`config.mk`:
```
export PLATFORM = sky130hd
export DESIGN_NAME = aksc_queue
export DESIGN_NICKNAME = d
export VERILOG_FILES = /design/src/design/aksc_pkg.sv /design/src/design/aksc_queue.sv
export SDC_FILE = /design/constraint.sdc
export NUM_CORES = 1
export LEC_CHECK = 0
export BUFFER_PORTS_ARGS = -buffer_cell sky130_fd_sc_hd__clkbuf_2
export CAP_MARGIN = 5
export CORE_MARGIN = 8
export CORE_UTILIZATION = 45
export DETAILED_ROUTE_END_ITERATION = 8
export PLACE_DENSITY = 0.63
export SYNTH_ARGS = -nofsm -noshare
export SYNTH_HDL_FRONTEND = slang
export SYNTH_SLANG_ARGS = --single-unit
```
`constraint.sdc`:
```
create_clock -name clk -period 3.25 [get_ports clk]
set_input_delay 0.1625 -clock clk [delete_from_list [all_inputs] [get_ports clk]]
set_output_delay 0.1625 -clock clk [all_outputs]
set_load 0.05 [all_outputs]
```
`src/design/aksc_pkg.sv`:
```
// Shared types and constants for the Akima spline coefficient engine.
// Used by the front, the job queue, the arithmetic unit, the back and the top level.
package aksc_pkg;

	localparam int MIN_POINTS = 5;
	localparam int MAX_POINTS = 65535;

	localparam int QDEPTH = 4;
	localparam int QPTR_W = $clog2(QDEPTH);

	localparam logic JOB_POINT = 1'b0;
	localparam logic JOB_XERR  = 1'b1;

	localparam logic [1:0] ST_OK    = 2'd0;
	localparam logic [1:0] ST_FEW   = 2'd1;
	localparam logic [1:0] ST_ORDER = 2'd2;

	typedef struct packed {
		logic        kind;
		logic        last;
		logic [15:0] k;
		logic [31:0] x;
		logic [31:0] y;
	} aksc_job_t;

	typedef struct packed {
		logic [63:0] cubic;
		logic [63:0] quad;
		logic [63:0] slope;
		logic [31:0] value;
		logic [15:0] index;
		logic        last;
		logic [1:0]  status;
	} aksc_res_t;

	typedef struct packed {
		logic [2:0][63:0] a;
		logic [2:0][63:0] b;
		logic [63:0]      den;
	} aksc_mdu_cmd_t;

endpackage

```
`src/design/aksc_queue.sv`:
```
// Short job queue between the input front and the computing back.
// Depends on aksc_pkg for the job type and depth.
module aksc_queue (
	input  logic              clk,
	input  logic              arst_n,
	input  logic              push,
	input  aksc_pkg::aksc_job_t din,
	output logic              full,
	input  logic              pop,
	output aksc_pkg::aksc_job_t dout,
	output logic              empty
);
	import aksc_pkg::*;

	aksc_job_t          mem_q [QDEPTH];
	logic [QPTR_W-1:0]  wr_ptr_q;
	logic [QPTR_W-1:0]  rd_ptr_q;
	logic [QPTR_W:0]    count_q;

	assign full  = (count_q == (QPTR_W + 1)'(QDEPTH));
	assign empty = (count_q == '0);
	assign dout  = mem_q[rd_ptr_q];

	always_ff @(posedge clk) begin
		if (push)
			mem_q[wr_ptr_q] <= din;
	end

	always_ff @(posedge clk or negedge arst_n) begin
		if (!arst_n) begin
			wr_ptr_q <= '0;
			rd_ptr_q <= '0;
			count_q  <= '0;
		end else begin
			if (push)
				wr_ptr_q <= wr_ptr_q + 1'b1;
			if (pop)
				rd_ptr_q <= rd_ptr_q + 1'b1;
			if (push && !pop)
				count_q <= count_q + 1'b1;
			else if (pop && !push)
				count_q <= count_q - 1'b1;
		end
	end

	a_no_overflow: assert property (@(posedge clk) disable iff (!arst_n)
		push |-> (!full || pop))
		else $error("job queue written while full");
	a_no_underflow: assert property (@(posedge clk) disable iff (!arst_n)
		pop |-> !empty)
		else $error("job queue read while empty");
	a_count_bound: assert property (@(posedge clk) disable iff (!arst_n)
		count_q <= (QPTR_W + 1)'(QDEPTH))
		else $error("job queue count beyond depth");

endmodule

```
==> impl_metrics.tcl <==
set metrics [dict create \
    fin_skew_ns 0.0141 \
    fmax_mhz 389 \
    use_met1_pct 17.3 \
    start_util_pct 45.6 \
    finalSetupTns_ns 0 \
    crit_slowest_cell "dfrtp_4" \
    fin_crit_ns 2.57 \
    synth_cell_type_count 19 \
    clock-sinks 335 \
    dpl.hpwl_um 14400 \
    rsz0062_at_grt "no" \
    fin_cells 1111 \
    power.density_nw_per_um2 996 \
    layout.nets 836 \
    outcome "finished, final reports clean" \
    crit_type "reg -> out" \
    power_leakage_nw 5.37 \
    num_vias 5747 \
    power_frac_seq_pct 38.9 \
    rows 60 \
    die_x_um 181 \
    avgSynthCellArea_um2 26.5 \
    slew_viol_final 0 \
    drtPass1Iterations 4 \
    drt-total-wl_um 23300 \
    critPathMaxStageDelay_ns 0.88 \
    grt_max_degree 54 \
    hold_violations 0 \
    maxSlewHeadroom_pct 54.1 \
    drive_gt1_share_pct 40.6 \
    required_ns 3.09 \
    antenna_found_initial 1 \
    cts_inserted_buffers 35 \
    antenna_left 0 \
    synth_area_um2 12200 \
    cts_tree "built" \
    synthCells 462 \
    postLayoutCoreUtil_pct 57.5 \
    post-cts-setup-buffer-count 0 \
    pin_count 170 \
    use_met3_pct 3.45 \
    h-tree-depth 2 \
    remaining_drc_errors 0 \
    swShare_pct 38.0 \
    top_usage_layer "met2" \
    cp_cell_sequence "buf_4 -> mux4_2 -> clkbuf_2" \
    die_h_um 181 \
    switchingPower_mw 5.83 \
    cts_max_path_buffers 3 \
    die_area_um2 32700 \
    cts_root_buffer "clkbuf_16" \
    path_clk_slew_ns 0.06 \
    crit_arrival_ns 2.41 \
    p_comb_share_pct 37.9 \
    finalSetupViolCount 0 \
    peakVddDrop_uv 649 \
    cap_violations 0 \
    p_clk_share_pct 23.3 \
    grt_pass1_vias 6551 \
    cp-end-kind "output pin" \
    grt_pass1_wl_um 37000 \
    clk_latency_ns 0.49 \
    gp_congestion 0.655 \
    period_share_pct 79.1 \
    grt_use_total_pct 14.5 \
    met2_usage_pct 25.9 \
    routed_via_density 5.17 \
    ys_seq_area_share_pct 82.0 \
    ys_ff_latch 335 \
    power.total_mw 15.4 \
    drt_iter0_drc 335 \
    synth_nets 554 \
    cts_resized 0 \
    yosysWarnings 0 \
    tightest_slew_ns 0.688 \
    start_kind "flip-flop" \
    final_common_cell "edfxtp_1" \
    p_int_mw 9.52 \
    core_um2 26800 \
    routedWlPerCell_um 21.0 \
    dp.cells 963 \
    overflow 0 \
    crit_path_max_fanout 44 \
    hp-class "in -> async" \
    mostFrequentLayoutCells "328 x edfxtp_1, 169 x clkbuf_2, 85 x dlygate4sd3_1" \
    area_delta_synth_final_pct 26.1 \
    io_buffers 169 \
]
[final cells by class]
| type | instances | area [um^2] |
|---|---|---|
| fillers | 1966 | 11400 |
| flip-flops and latches | 335 | 10000 |
| multi-input cells | 105 | 2060 |
| repair buffers | 263 | 1840 |
| clock buffers | 47 | 973 |
| well taps | 341 | 427 |
| clock inverters | 15 | 65.1 |
| inverters | 4 | 15.0 |
| diodes | 1 | 2.50 |
[routing by layer]
metal	up-vias	share of wire [%]
li1	2559	-
met1	2996	40
met2	162	52
met3	30	5.8
met4	0	1.6
met5	-	0
[final timing paths]
check,cells past startpoint,start,slack (ns),to
max,3,rd_ptr_q[1]$_DFFE_PN0P_,0.68,dout[35]
min,2,arst_n,0.05,count_q[0]$_DFFE_PN0P_
max reg2reg,4,wr_ptr_q[1]$_DFFE_PN0P_,1.32,mem_q[1][5]$_DFFE_PP_
min reg2reg,1,count_q[2]$_DFFE_PN0P_,0.49,count_q[2]$_DFFE_PN0P_
max in group asynchronous,2,arst_n,3.00,rd_ptr_q[0]$_DFFE_PN0P_
min in group clk,2,din[71],0.42,mem_q[0][71]$_DFFE_PP_
[logic make-up (layout without fill, tap and decap cells)]
kind of cell    after synthesis  in the layout  synth area share, %
compound gates                1              1               0.0409
xor+xnor                      6              6                0.430
fa+ha+maj                     6              6                0.676
buf+inv                      22            329                 1.25
flops                       335            335                 82.0
mux                          83             83                 15.2
other cells                   0              1                    0
simple gates                  9              9                0.399
[flip-flops by register name, summed over array words and instances (netlist names)]
name / count
count_q: 3
rd_ptr_q: 2
wr_ptr_q: 2
mem_q: 328
[cell usage after synthesis]
library cell,instances,area share [%]
nor2_1,1,0.031
buf_6,7,0.64
clkbuf_1,1,0.031
fa_1,1,0.16
dfrtp_1,7,1.4
inv_1,4,0.12
o21ai_0,1,0.041
nand2_1,2,0.061
mux4_2,82,15
ha_1,5,0.51
mux2_2,1,0.092
buf_2,8,0.33
nor3b_1,1,0.061
xor2_1,4,0.29
xnor2_1,2,0.14
buf_4,2,0.12
edfxtp_1,328,81
nor3_1,1,0.041
and2_1,4,0.20
[power by group through the flow]
stage	logic, mW	registers [mW]	clock network [mW]
after floorplan	4.66	5.92	0
after global placement	5.84	6.01	0
after detailed placement	5.88	6.08	0
after CTS	5.97	5.99	3.68
after global routing	6.14	6.05	3.81
final	5.81	5.97	3.57
[repair_timing]
action	4_1_cts	5_1_grt
endpoints found under the setup margin	0	0
hold endpoints to repair	338	0
hold buffers	85	0
[worst max-delay path, delay by kind of cell (launching register included)]
kind     cells  cell delay, ns
flops        1            0.88
buf+inv      2            0.64
mux          1            0.35
[per-stage QoR]
| stage | instance area, um^2 | setup slack (ns) | hold WS (ns) |
|---|---|---|---|
| 2_1_floorplan | 12200 | 0.277 | -0.133 |
| 3_3_place_gp | 13500 | 1.20 | 0.00616 |
| 3_5_place_dp | 13500 | 1.17 | 0.0195 |
| 4_1_cts | 15400 | 0.627 | 0.0208 |
| 5_1_grt | 15400 | 0.574 | 0.0498 |
| 6_report | 15400 | 0.680 | 0.0469 |
(Power assumes the default switching activity.)
